$ cat src/rtl/sst_pkg.sv
// ----------------------------------------------------------------------------
// sst_pkg
// shared types and constants of the split segment timer
// ----------------------------------------------------------------------------
package sst_pkg;

    localparam int unsigned SST_MAX_SEGMENTS = 16;
    localparam int unsigned ELAPSED_W        = 16;
    localparam logic [ELAPSED_W-1:0] ELAPSED_LIMIT = 16'hFFFF;

    // event codes
    localparam logic [1:0] OP_TAP   = 2'd0;
    localparam logic [1:0] OP_HOLD  = 2'd1;
    localparam logic [1:0] OP_QUERY = 2'd2;

    typedef enum logic [1:0] {
        MODE_IDLE    = 2'd0,
        MODE_RUNNING = 2'd1,
        MODE_SUMMARY = 2'd2
    } mode_t;

    typedef struct packed {
        logic [1:0]  op;
        logic [31:0] now_s;
    } in_item_t;

    typedef struct packed {
        logic [1:0]  mode;
        logic [3:0]  segment;
        logic [4:0]  banked_count;
        logic [15:0] elapsed_s;
        logic [4:0]  hours;
        logic [5:0]  minutes;
        logic [5:0]  seconds;
    } out_item_t;

    // first stage of the result path
    typedef struct packed {
        mode_t                mode;
        logic [3:0]           segment;
        logic [4:0]           banked_count;
        logic [ELAPSED_W-1:0] live_s;
    } stage_t;

    typedef struct packed {
        logic [4:0] hours;
        logic [5:0] minutes;
        logic [5:0] seconds;
    } hms_t;

endpackage

$ cat src/rtl/split_segment_timer.sv
// ----------------------------------------------------------------------------
// split_segment_timer
// split timer with idle, running and summary modes and banked segment times
// ----------------------------------------------------------------------------
// Usage:
//   s_valid/s_ready/s_data carry one item per event: op (tap, hold, query)
//   and the current time in seconds. m_valid/m_ready/m_data return one item
//   per input: mode, segment, banked count, elapsed time and its split into
//   hours, minutes and seconds.
//   Timer state and the middle stage are updated at the edge that takes the
//   item; the result register loads from the middle stage whenever the
//   result side can advance (middle stage, then result register).
//   One item per cycle is accepted while the result side keeps up; the rate
//   is set by the state update and the one write plus one registered read
//   of the segment table per item.
//   When m_ready is low the result register holds, the middle stage fills,
//   and s_ready drops only once both are occupied; nothing is lost.
//   Reset returns the timer to idle, segment 0, nothing banked, start time 0.
//   The segment table has no reset; entries are written as segments are
//   banked and only banked entries ever reach the output.
// ----------------------------------------------------------------------------
module split_segment_timer
    import sst_pkg::*;
#(
    parameter int unsigned MAX_SEGMENTS = SST_MAX_SEGMENTS
) (
    input  logic      aclk,
    input  logic      aresetn,
    input  logic      s_valid,
    output logic      s_ready,
    input  in_item_t  s_data,
    output logic      m_valid,
    input  logic      m_ready,
    output out_item_t m_data
);

    localparam int unsigned SegW = (MAX_SEGMENTS > 1) ? $clog2(MAX_SEGMENTS) : 1;
    localparam int unsigned CntW = $clog2(MAX_SEGMENTS + 1);
    localparam logic [SegW-1:0] SegLast = SegW'(MAX_SEGMENTS - 1);

    // timer state
    mode_t           mode_reg, mode_next;
    logic [SegW-1:0] seg_reg, seg_next;
    logic [CntW-1:0] banked_reg, banked_next;
    logic [31:0]     start_reg, start_next;

    // pipeline
    logic            mid_valid_reg, mid_valid_next;
    stage_t          mid_reg;
    logic [15:0]     rd_data_reg;
    logic            m_valid_reg, m_valid_next;
    out_item_t       out_reg;

    logic            accept;
    logic            advance;
    logic [31:0]     diff;
    logic [15:0]     live_el;
    logic            wr_en;
    logic            restart;
    logic [SegW:0]   seg_inc;
    logic [SegW+3:0] seg_ext;
    logic [CntW+4:0] cnt_ext;
    logic [15:0]     seg_times_mem [MAX_SEGMENTS];
    logic [15:0]     el_sel;
    hms_t            hms;

    assign advance = !m_valid_reg || m_ready;
    assign s_ready = !mid_valid_reg || advance;
    assign accept  = s_valid && s_ready;

    always_comb begin
        diff = s_data.now_s - start_reg;
        if (s_data.now_s <= start_reg) begin
            live_el = '0;
        end else if (diff > 32'(ELAPSED_LIMIT)) begin
            live_el = ELAPSED_LIMIT;
        end else begin
            live_el = diff[15:0];
        end
        seg_inc = {1'b0, seg_reg} + 1'b1;
    end

    // next state
    always_comb begin
        mode_next   = mode_reg;
        seg_next    = seg_reg;
        banked_next = banked_reg;
        start_next  = start_reg;
        case (s_data.op)
            OP_HOLD: begin
                case (mode_reg)
                    MODE_IDLE: begin
                        mode_next   = MODE_RUNNING;
                        seg_next    = '0;
                        banked_next = '0;
                        start_next  = s_data.now_s;
                    end
                    MODE_RUNNING: begin
                        mode_next   = MODE_SUMMARY;
                        seg_next    = '0;
                        banked_next = CntW'(seg_inc);
                    end
                    default: begin
                        mode_next   = MODE_IDLE;
                        seg_next    = '0;
                        banked_next = '0;
                    end
                endcase
            end
            OP_TAP: begin
                if (mode_reg == MODE_RUNNING && seg_reg != SegLast) begin
                    banked_next = CntW'(seg_inc);
                    seg_next    = seg_inc[SegW-1:0];
                    start_next  = s_data.now_s;
                end else if (mode_reg == MODE_SUMMARY) begin
                    // cycle through the banked segments
                    if ((CntW + 1)'(seg_inc) >= (CntW + 1)'(banked_reg)) begin
                        seg_next = '0;
                    end else begin
                        seg_next = seg_inc[SegW-1:0];
                    end
                end
            end
            default: begin
            end
        endcase
    end

    // controls derived from the event
    always_comb begin
        wr_en   = 1'b0;
        restart = 1'b0;
        case (s_data.op)
            OP_HOLD: begin
                wr_en   = (mode_reg == MODE_RUNNING);
                restart = (mode_reg == MODE_IDLE);
            end
            OP_TAP: begin
                wr_en   = (mode_reg == MODE_RUNNING) && (seg_reg != SegLast);
                restart = wr_en;
            end
            default: begin
            end
        endcase
    end

    always_ff @(posedge aclk) begin
        if (!aresetn) begin
            mode_reg      <= MODE_IDLE;
            seg_reg       <= '0;
            banked_reg    <= '0;
            start_reg     <= '0;
            mid_valid_reg <= 1'b0;
            m_valid_reg   <= 1'b0;
        end else begin
            if (accept) begin
                mode_reg   <= mode_next;
                seg_reg    <= seg_next;
                banked_reg <= banked_next;
                start_reg  <= start_next;
            end
            mid_valid_reg <= mid_valid_next;
            m_valid_reg   <= m_valid_next;
        end
    end

    always_comb begin
        mid_valid_next = accept || (mid_valid_reg && !advance);
        m_valid_next   = (mid_valid_reg && advance) || (m_valid_reg && !m_ready);
    end

    // segment table: one write, one registered read with write bypass
    always_ff @(posedge aclk) begin
        if (accept && wr_en) begin
            seg_times_mem[seg_reg] <= live_el;
        end
        if (accept) begin
            if (wr_en && seg_reg == seg_next) begin
                rd_data_reg <= live_el;
            end else begin
                rd_data_reg <= seg_times_mem[seg_next];
            end
        end
    end

    always_comb begin
        seg_ext = {4'b0, seg_next};
        cnt_ext = {5'b0, banked_next};
    end

    always_ff @(posedge aclk) begin
        if (accept) begin
            mid_reg.mode         <= mode_next;
            mid_reg.segment      <= seg_ext[3:0];
            mid_reg.banked_count <= cnt_ext[4:0];
            mid_reg.live_s       <= restart ? '0 : live_el;
        end
    end

    always_comb begin
        case (mid_reg.mode)
            MODE_RUNNING: el_sel = mid_reg.live_s;
            MODE_SUMMARY: el_sel = rd_data_reg;
            default:      el_sel = '0;
        endcase
    end

    sst_hms_split u_hms (
        .elapsed_s (el_sel),
        .hms       (hms)
    );

    always_ff @(posedge aclk) begin
        if (mid_valid_reg && advance) begin
            out_reg.mode         <= mid_reg.mode;
            out_reg.segment      <= mid_reg.segment;
            out_reg.banked_count <= mid_reg.banked_count;
            out_reg.elapsed_s    <= el_sel;
            out_reg.hours        <= hms.hours;
            out_reg.minutes      <= hms.minutes;
            out_reg.seconds      <= hms.seconds;
        end
    end

    assign m_valid = m_valid_reg;
    assign m_data  = out_reg;

endmodule

$ cat src/rtl/sst_hms_split.sv
// ----------------------------------------------------------------------------
// sst_hms_split
// splits a seconds count into hours, minutes and seconds by constant division
// ----------------------------------------------------------------------------
module sst_hms_split
    import sst_pkg::*;
(
    input  logic [ELAPSED_W-1:0] elapsed_s,
    output hms_t                 hms
);

    // reciprocals: 37283 / 2^27 for 1/3600, 69906 / 2^22 for 1/60,
    // both exact over the whole 16-bit range
    localparam logic [15:0] RECIP_3600 = 16'd37283;
    localparam logic [16:0] RECIP_60   = 17'd69906;

    logic [31:0] prod_h;
    logic [32:0] prod_m;
    logic [4:0]  hours;
    logic [10:0] total_min;
    logic [10:0] hours_x60;
    logic [10:0] min_rem;
    logic [15:0] total_min_x60;
    logic [15:0] sec_rem;

    always_comb begin
        prod_h    = 32'(elapsed_s) * 32'(RECIP_3600);
        prod_m    = 33'(elapsed_s) * 33'(RECIP_60);
        hours     = prod_h[31:27];
        total_min = prod_m[32:22];

        // x60 as x64 - x4
        hours_x60     = (11'(hours) << 6) - (11'(hours) << 2);
        min_rem       = total_min - hours_x60;
        total_min_x60 = (16'(total_min) << 6) - (16'(total_min) << 2);
        sec_rem       = elapsed_s - total_min_x60;

        hms.hours   = hours;
        hms.minutes = min_rem[5:0];
        hms.seconds = sec_rem[5:0];
    end

endmodule
$ cat config.mk
export PLATFORM = sky130hd
export DESIGN_NAME = split_segment_timer
export DESIGN_NICKNAME = d
export VERILOG_FILES = /design/src/rtl/sst_pkg.sv /design/src/rtl/split_segment_timer.sv /design/src/rtl/sst_hms_split.sv
export SDC_FILE = /design/constraint.sdc
export NUM_CORES = 1
export LEC_CHECK = 0
export ABC_CLOCK_PERIOD_IN_PS = 13100
export BUFFER_PORTS_ARGS = -buffer_cell sky130_fd_sc_hd__clkbuf_2
export CAP_MARGIN = 30
export CORE_MARGIN = 2
export CORE_UTILIZATION = 55
export DETAILED_ROUTE_END_ITERATION = 10
export GPL_ROUTABILITY_DRIVEN = 0
export PLACE_DENSITY = 0.83
export SYNTH_ARGS = -nofsm -noshare
export SYNTH_HDL_FRONTEND = slang
export SYNTH_SLANG_ARGS = --single-unit
$ cat constraint.sdc
create_clock -name aclk -period 13.1 [get_ports aclk]
set_clock_uncertainty 0.05 [all_clocks]
set_input_delay 0.655 -clock aclk [delete_from_list [all_inputs] [get_ports aclk]]
set_output_delay 0.655 -clock aclk [all_outputs]
set_load 0.005 [all_outputs]
==> impl_metrics.csv, run 1 <==
group,metric,value,unit
run_status,outcome,"completed",
yosys,syn_avg_cell_area,11.42,um2
clock_network,cts_tree,"done",
route,route.vias.total,16310,
power,p_total,0.003283,W
setup_path,cp-start-kind,"flip-flop",
setup_path,required,13.35,ns
power,pwr_density_cell,128.0,nW/um2
floorplanning,initial_core_util,0.5564,
yosys,ys.flop_type,"edfxtp_1",
floorplanning,rows,75,
floorplanning,die_y,209.8,um
setup_path,slowest_stage,"ha_1",
clock_network,clockRootBuffer,"clkbuf_16",
clock_network,cts_inserted_buffers,41,
sta,worst_pin_slew,1.083,ns
route,wl,55.04,mm
sta,finalCritPeriodShare,0.6034,
clock_network,hold_buffers,0,
setup_path,ff2ff_setup_slack,5.19,ns
placed_design,portBuffers,83,
yosys,synthCells,2040,
sta,setup_viol,0,
yosys,ys_ff_latch,386,
sta,worst_hold_slack,0.2855,ns
clock_network,htree_num_levels,2,
yosys,synth_edf_count,341,
yosys,synthesis.nets,2403,
min_path,holdCritPathClass,"primary input to flip-flop",
route,ant_nets,0,
run,cap_violations,0,
global_routing,grt_pass1_vias,16140,
placed_design,dp_hpwl,36.68,mm
global_routing,grt_antenna_before_repair,1,
yosys,synth_cell_type_count,74,
yosys,yosysSeqAreaShare,0.4784,
sta,setup_tns,0,ns
sta,rsz0062_at_grt,"no",
sta,slew_headroom,0.2780,
setup_path,crit_path_max_fanout,31,
final_layout,fin_nets,2468,
setup_path,crit_arrival,8.16,ns
global_routing,grtUsageTotal,0.2515,
sta,report.final.slew_viol_count,0,
final_layout,fin_area,25640,um2
route,drt-initial-drc-count,1778,
global_routing,grt_max_degree,71,
global_routing,overflow,0,
sta,period_needed,7.905,ns
yosys,synthArstFlopShare,0,
final_layout,area_growth_syn_to_layout,10.10,%
placed_design,placed_cell_area,24280,um2
power,ir_worst_vdd,0.1173,mV
floorplanning,fp.coreArea,41850,um2
final_layout,layout-drive-gt1-share,0.1169,
route,vias_per_cell,6.091,
yosys,yosysWarningCount,0,
yosys,netlist_area,23290,um2
floorplanning,dieArea,44010,um2
setup_path,worst_path_largest_cell_delay,0.62,ns
final_layout,largest_register_ffs,256,
final_layout,final_util,0.6126,
clock_network,clk_path_buf_depth,3,
setup_path,end_kind,"flip-flop",
route,wl_per_cell,20.55,um
global_routing,grt_pass1_wl,86.42,mm
floorplanning,io_pins,84,
route,drc_errors,0,
sta,fmax,126.5,MHz
clock_network,cts_resized,0,
sta,final_hold_viol_count,0,
route,dr.pass1.iters,7,
setup_path,worst-setup-path-type,"flip-flop to flip-flop",
floorplanning,die_x,209.8,um
clock_network,cts.sinks,386,
setup_path,crit_top_cell,"inv_1",
clock_network,post_cts_buffers,0,
power,p_leak,10.79,nW
clock_network,clkTransAtPathRegs,0.06,ns
clock_network,clkLatencyLatePin,0.57,ns
==> routing by layer <==
layer | vias to the layer above | part of all wire | track usage
met5 | - | 0.00078 | 0
met4 | 2 | 0.037 | 0.1017
met3 | 160 | 0.084 | 0.04758
met2 | 739 | 0.48 | 0.4274
met1 | 7879 | 0.39 | 0.3184
li1 | 7533 | - | -
==> Yosys cell counts, drive strengths merged, types with 6 or more instances <==
master  instances  share of area
mux2i          63          0.027
a21oi         115          0.025
a31oi          33         0.0089
o21a           13         0.0042
ha            251           0.13
a311oi          8         0.0030
nor4            7         0.0025
a221oi         27          0.010
nand2b         19         0.0051
or2            11         0.0030
a22oi          21         0.0068
o211ai         30         0.0097
fa             74          0.064
o21bai          6         0.0019
mux2           23          0.011
a211oi         12         0.0039
nor2b          12         0.0032
nor3           38         0.0087
and3            8         0.0021
clkbuf         55         0.0089
xnor2          31          0.012
nand3          35         0.0075
inv           205          0.033
a21o           15         0.0048
nand2         221          0.036
nand4          20         0.0054
edfxtp        341           0.44
buf            44          0.010
o21ai          59          0.013
dfxtp          45          0.039
o211a           6         0.0029
xor2           16         0.0060
a21boi         36          0.012
nor2           77          0.012
==> critical path, delay by kind of cell (launching register included) <==
family | cells | cell delay, ns
adder cells (fa/ha/maj) | 9 | 3.89
AO/OA/AOI/OAI | 7 | 1.35
XOR/XNOR | 4 | 0.73
buffers and inverters | 6 | 0.65
AND/OR/NAND/NOR | 2 | 0.58
flip-flops | 1 | 0.37
==> cells by family (layout without fill, tap and decap cells) <==
group                      Yosys count  in the layout  synth area share
DFF                                386            386            0.4784
and+or+nand+nor                    464            464           0.09069
muxes                               88             88           0.04013
buffers and inverters              305            403           0.05238
other                                0              1                 0
adders and majority gates          325            325            0.1985
AOI/OAI and AO/OA                  425            425            0.1223
xor gates and xnor gates            47             47           0.01768
==> stage by stage <==
stage,worst slack [ns],std cells
global placement,5.608,2594
detailed placement,5.378,2596
finish,5.195,2678
global route,4.813,2677
CTS,5.248,2672
floorplan,5.935,2040
==> worst paths after layout <==
kind / startpoint / to / cells after the start
max reg2reg: mid_reg[25] / m_data[11] / 28
min reg2reg: mid_reg[18] / m_data[35] / 0
min: s_data[21] / start_reg[21] / 3
max: mid_reg[25] / m_data[11] / 28
==> final cells by class <==
type                       instances  area (um2)
clock buffer                      47        1070
fill                            3091       16210
inverter                         206       773.2
multi-input combinational       1349       11030
tap                              539       674.4
timing repair buffer             121       700.7
clock inverter                    29       246.5
sequential                       386       11140
antenna                            1       2.502
==> cell usage in the layout, fill, tap and decap left out, drive strengths merged, types with 4 or more instances in the layout <==
cell type | netlist | routed
a211oi | 12 | 12
a21boi | 36 | 36
a21o | 15 | 15
a21oi | 115 | 115
a221oi | 27 | 27
a22o | 5 | 5
a22oi | 21 | 21
a311oi | 8 | 8
a31oi | 33 | 33
and2 | 4 | 4
and3 | 8 | 8
buf | 44 | 38
clkbuf | 55 | 130
clkinv | 1 | 19
dfxtp | 45 | 45
edfxtp | 341 | 341
fa | 74 | 74
ha | 251 | 251
inv | 205 | 211
mux2 | 23 | 23
mux2i | 63 | 63
nand2 | 221 | 221
nand2b | 19 | 19
nand3 | 35 | 35
nand4 | 20 | 20
nor2 | 77 | 77
nor2b | 12 | 12
nor3 | 38 | 38
nor3b | 5 | 5
nor4 | 7 | 7
o211a | 6 | 6
o211ai | 30 | 30
o21a | 13 | 13
o21ai | 59 | 59
o21bai | 6 | 6
o31ai | 5 | 5
or2 | 11 | 11
xnor2 | 31 | 31
xor2 | 16 | 16
==> power breakdown <==
group | switching (W) | internal (W)
logic | 0.000460 | 0.000284
registers | 0.0000144 | 0.00139
clock network | 0.000498 | 0.000636
total | 0.000972 | 0.00231
Power figures use the tool's default switching activity.
==> inputs of run 2 (changes only) <==
ABC_CLOCK_PERIOD_IN_PS = 6620   (was 13100)
PLACE_DENSITY = 0.86   (was 0.83)
clock period = 6.62 ns   (was 13.1 ns; I/O delays follow)
==> impl_metrics.csv, run 2 (same netlist as run 1, synthesis figures left out) <==
group,metric,value,unit
run_status,outcome,"complete, but fails checks",
run_status,violations,"setup timing",
route,wl,62.01,mm
clock_network,cts_tree,"done",
clock_network,clkTransAtPathRegs,0.06,ns
route,drt-initial-drc-count,1617,
placed_design,placed_cell_area,24920,um2
setup_path,slowest_stage,"fa_1",
sta,setup_ws,-0.1729,ns
route,wl_per_cell,22.20,um
floorplanning,initial_core_util,0.5564,
global_routing,grt_max_degree,76,
power,pwr_density_cell,248.9,nW/um2
sta,fmax,147.2,MHz
sta,final_hold_viol_count,0,
sta,period_needed,6.793,ns
setup_path,cp-start-kind,"flip-flop",
global_routing,grt_antenna_before_repair,0,
floorplanning,die_x,209.8,um
final_layout,nFillCells,2794,
floorplanning,rows,75,
clock_network,clockRootBuffer,"clkbuf_16",
floorplanning,die_y,209.8,um
final_layout,final_cell_mix,"341 x edfxtp_1, 229 x ha_1, 221 x nand2_1, 188 x inv_1, 110 x a21oi_1",
sta,setup_viol,2,
global_routing,grtUsageTotal,0.2757,
final_layout,layout-drive-gt1-share,0.1828,
setup_path,worst-setup-path-type,"flip-flop to flip-flop",
sta,rsz0062_at_grt,"yes",
floorplanning,dieArea,44010,um2
sta,slew_headroom,0.2818,
run,cap_violations,0,
final_layout,largest_register_ffs,256,
placed_design,dp_hpwl,39.80,mm
setup_path,end_kind,"flip-flop",
setup_path,crit_arrival,7.03,ns
power,ir_worst_vdd,0.2623,mV
route,route.vias.total,17520,
global_routing,grt_pass1_wl,94.70,mm
power,p_leak,11.40,nW
final_layout,multi_input_area,11500,um2
final_layout,mostFrequentLayoutCell,"edfxtp_1",
global_routing,overflow,0,
sta,worst_pin_slew,1.077,ns
final_layout,area_growth_syn_to_layout,17.03,%
clock_network,clk_path_buf_depth,3,
power,p_total,0.006784,W
sta,finalCritPeriodShare,1.026,
sta,report.final.slew_viol_count,0,
floorplanning,fp.coreArea,41850,um2
route,drc_errors,0,
placed_design,portBuffers,83,
final_layout,num_antenna_cells,0,
min_path,holdCritPathClass,"primary input to flip-flop",
route,ant_nets,0,
clock_network,cts.sinks,386,
floorplanning,io_pins,84,
setup_path,required,6.85,ns
clock_network,clkLatencyLatePin,0.59,ns
sta,setup_tns,-0.3000,ns
route,dr.pass1.iters,8,
final_layout,seq_area,11140,um2
setup_path,crit_path_max_fanout,7,
setup_path,worst_path_largest_cell_delay,0.56,ns
clock_network,cts_inserted_buffers,40,
final_layout,fin_nets,2591,
final_layout,fin_area,27250,um2
route,vias_per_cell,6.271,
global_routing,grt_pass1_vias,17670,
clock_network,htree_num_levels,2,
run 2: routing by layer:
metal | vias up | wire (um) | track usage
met1 | 8486 | 22970 | 0.3394
li1 | 7761 | - | -
met5 | - | 0 | 0
met3 | 236 | 5383 | 0.04803
met4 | 0 | 2994 | 0.1228
met2 | 1032 | 30660 | 0.4774
run 2: area by class of cell:
cell class                 count  share of cell area
tap                          539             0.02474
clock inverter                20            0.008355
sequential                   386              0.4088
inverter                     206             0.02869
timing repair buffer         245             0.06964
multi-input combinational   1349              0.4220
clock buffer                  48             0.03783
run 2: worst paths after layout:
kind	slack, ns	endpoint	start	depth (start not counted)
worst max-delay path	-0.17	m_data[11]	mid_reg[25]	29
worst min register to register	0.38	m_data[41]	mid_reg[24]	0
worst min-delay path	0.03	start_reg[1]	s_data[1]	3
worst max register to register	-0.17	m_data[11]	mid_reg[25]	29
run 2: per-stage QoR:
stage	instances	utilization	hold WS (ns)	setup slack [ns]
floorplan	2040	-	0.3503	0.003997
global placement	2651	0.5925	0.3563	0.002440
detailed placement	2663	0.5954	0.3577	-0.3838
CTS	2780	0.6437	0.01011	-0.01633
global route	2793	0.6512	0.04466	-0.4446
finish	2793	0.6512	0.03312	-0.1729
run 2: power breakdown:
group	total, W	switching (W)	internal (W)
sequential	0.00279	0.0000341	0.00275
clock	0.00218	0.000972	0.00121
combinational	0.00182	0.00106	0.000756
total	0.00678	0.00207	0.00472
run 2: critical path, delay by kind of cell (launching register included):
kind            cells  cell delay [ns]
simple gates        2             0.35
flops               1             0.42
fa+ha+maj           7             2.78
buf+inv             7             0.75
xor+xnor            5             0.65
compound gates      8             1.49
run 2: repair_timing:
item                       4_1_cts  5_1_grt
hold buffers                    31        0
hold endpoints to repair        31        0
gates resized for setup         61       42
setup endpoints to repair        2        5
pin swaps                       53       30
cloned                           2        0
buffers inserted                17       10
==> inputs of run 3 (changes only) <==
ABC_AREA = 1   (was default)
==> impl_metrics.csv, run 3 <==
group,metric,value,unit
placed_design,dpl_worst_slack,-0.2307,ns
placed_design,placed_cell_area,26890,um2
final_layout,area_growth_syn_to_layout,12.88,%
global_routing,grt_antenna_before_repair,2,
yosys,yosysSeqAreaShare,0.4357,
sta,finalCritPeriodShare,1.035,
clock_network,clk_path_buf_depth,3,
sta,setup_ws,-0.2286,ns
global_routing,grt_pass1_vias,19630,
clock_network,cts_tree,"done",
yosys,syn_avg_cell_area,9.158,um2
power,p_leak,13.69,nW
global_routing,met2_usage,0.4571,
route,ant_nets,0,
setup_path,crit_arrival,7.12,ns
floorplanning,dieArea,48230,um2
run_status,outcome,"complete, but fails checks",
final_layout,mostFrequentLayoutCell,"nand2_1",
global_routing,grt_pass1_wl,103.7,mm
setup_path,slowest_stage,"fa_1",
yosys,synthArstFlopShare,0,
clock_network,htree_num_levels,2,
yosys,synth_cell_type_count,55,
power,pwr_density_cell,257.6,nW/um2
sta,report.final.slew_viol_count,0,
final_layout,nFillCells,3466,
sta,final_hold_viol_count,0,
yosys,yosysWarningCount,0,
route,vias_per_cell,5.742,
route,wl_per_cell,18.93,um
sta,slew_headroom,0.3070,
clock_network,clkTransAtPathRegs,0.06,ns
route,wl,67.46,mm
floorplanning,io_pins,84,
final_layout,seq_area,11140,um2
setup_path,end_kind,"flip-flop",
sta,period_needed,6.849,ns
setup_path,crit_top_cell,"xor2_1",
final_layout,largest_register_ffs,256,
floorplanning,die_y,219.6,um
final_layout,fin_area,28860,um2
clock_network,cts_inserted_buffers,41,
clock_network,cts.sinks,386,
yosys,ys.flop_type,"edfxtp_1",
floorplanning,fp.coreArea,46260,um2
power,ir_worst_vdd,0.2354,mV
yosys,netlist_area,25570,um2
setup_path,crit_path_max_fanout,4,
yosys,synthesis.nets,3155,
floorplanning,die_x,219.6,um
route,dr.pass1.iters,6,
final_layout,final_cell_mix,"563 x nand2_1, 497 x inv_1, 341 x edfxtp_1, 290 x nand3_1, 235 x ha_1",
yosys,synth_edf_count,341,
final_layout,num_antenna_cells,0,
floorplanning,rows,79,
global_routing,use_met3,0.04334,
yosys,yosysTopAreaCellShare,0.4005,
run_status,violations,"setup timing",
min_path,holdCritPathClass,"primary input to flip-flop",
global_routing,overflow,0,
final_layout,multi_input_area,12340,um2
route,drc_errors,0,
setup_path,worst_path_largest_cell_delay,0.57,ns
clock_network,clockRootBuffer,"clkbuf_16",
yosys,synth_top_area_cell,"edfxtp_1",
setup_path,required,6.89,ns
route,route.vias.total,20460,
global_routing,grt.busiest_layer,"met2",
route,drt-initial-drc-count,2473,
sta,setup_tns,-0.3326,ns
yosys,ys_ff_latch,386,
global_routing,grt_use_met1,0.3548,
global_routing,grt_max_degree,71,
sta,setup_viol,3,
final_layout,layout-drive-gt1-share,0.1272,
yosys,yosysMostFrequentCell,"nand2_1",
clock_network,clkLatencyLatePin,0.59,ns
yosys,synthCells,2792,
sta,fmax,146.0,MHz
floorplanning,initial_core_util,0.5527,
sta,worst_pin_slew,1.036,ns
placed_design,portBuffers,83,
run,cap_violations,0,
sta,rsz0062_at_grt,"yes",
yosys,synth_common_cells,"578 x nand2_1, 513 x inv_1, 341 x edfxtp_1",
yosys,synth_area_leaders,"edfxtp_1 40%, ha_1 12%, nand2_1 8.5%, inv_1 7.5%, fa_1 5.8%",
final_layout,final_util,0.6239,
setup_path,worst-setup-path-type,"flip-flop to flip-flop",
placed_design,dp_hpwl,44.21,mm
final_layout,fin_nets,3287,
setup_path,cp-start-kind,"flip-flop",
global_routing,grtUsageTotal,0.2770,
run 3: cell types whose count changed after synthesis, sizes merged, moves of 35 or more:
cell / delta
nand2: +365
inv: +319
nand3: +259
nand3b: +118
mux2i: -63
nor2: +37
a21boi: -35
run 3: worst paths after layout:
kind	from	end	depth (start not counted)	slack, ns
worst min-delay path	s_data[11]	start_reg[11]	3	0.01
worst max-delay path	mid_reg[25]	m_data[11]	28	-0.23
worst max register to register	mid_reg[25]	m_data[11]	28	-0.23
worst min register to register	mid_reg[19]	m_data[36]	0	0.37
run 3: where the power goes:
group	switching (W)	internal, W	total (W)
logic	0.00142	0.000812	0.00223
registers	0.0000368	0.00280	0.00284
clock network	0.00101	0.00136	0.00236
total	0.00247	0.00497	0.00743
run 3: cell families after synthesis:
kind of cell / count (synthesis) / synth area share
flops: 386 / 0.4357
compound gates: 247 / 0.05417
fa+ha+maj: 325 / 0.1808
xor+xnor: 42 / 0.01497
simple gates: 1172 / 0.2151
buf+inv: 620 / 0.09929
run 3: per-stage QoR:
| step | hold WS [ns] | instances | power [W] |
|---|---|---|---|
| final | 0.01414 | 3563 | 0.007434 |
| after global routing | 0.02965 | 3563 | 0.007791 |
| after CTS | 0.005005 | 3556 | 0.007261 |
| after detailed placement | 0.3568 | 3463 | 0.004810 |
| after global placement | 0.3506 | 3462 | 0.004718 |
| after floorplan | 0.3503 | 2792 | 0.004253 |
run 3: what timing repair did:
item	CTS	global route
hold buffers	4	0
endpoints found under the setup margin	2	4
cloned	0	1
hold endpoints to repair	4	0
buffers inserted	14	6
pin swaps	29	28
gates resized for setup	33	45
run 3: metal layers:
layer  routed length (um)  up-vias
li1                     -     9484
met1                25030     9537
met2                31880     1173
met3                 6789      266
met4                 3762        0
met5                    0        -
run 3: final cells by class:
| cell class | instances | share of cell area |
|---|---|---|
| clock buffers | 47 | 0.03633 |
| clock inverters | 28 | 0.01205 |
| inverters | 526 | 0.06867 |
| multi-input cells | 1786 | 0.4274 |
| flip-flops and latches | 386 | 0.3860 |
| well taps | 607 | 0.02632 |
| repair buffers | 183 | 0.04318 |
run 3: critical path: cells and delay by family (launching register included):
family | cells | cell delay, ns
compound gates | 6 | 1.07
flops | 1 | 0.48
buf+inv | 4 | 0.45
fa+ha+maj | 9 | 3.31
simple gates | 4 | 0.31
xor+xnor | 5 | 0.91
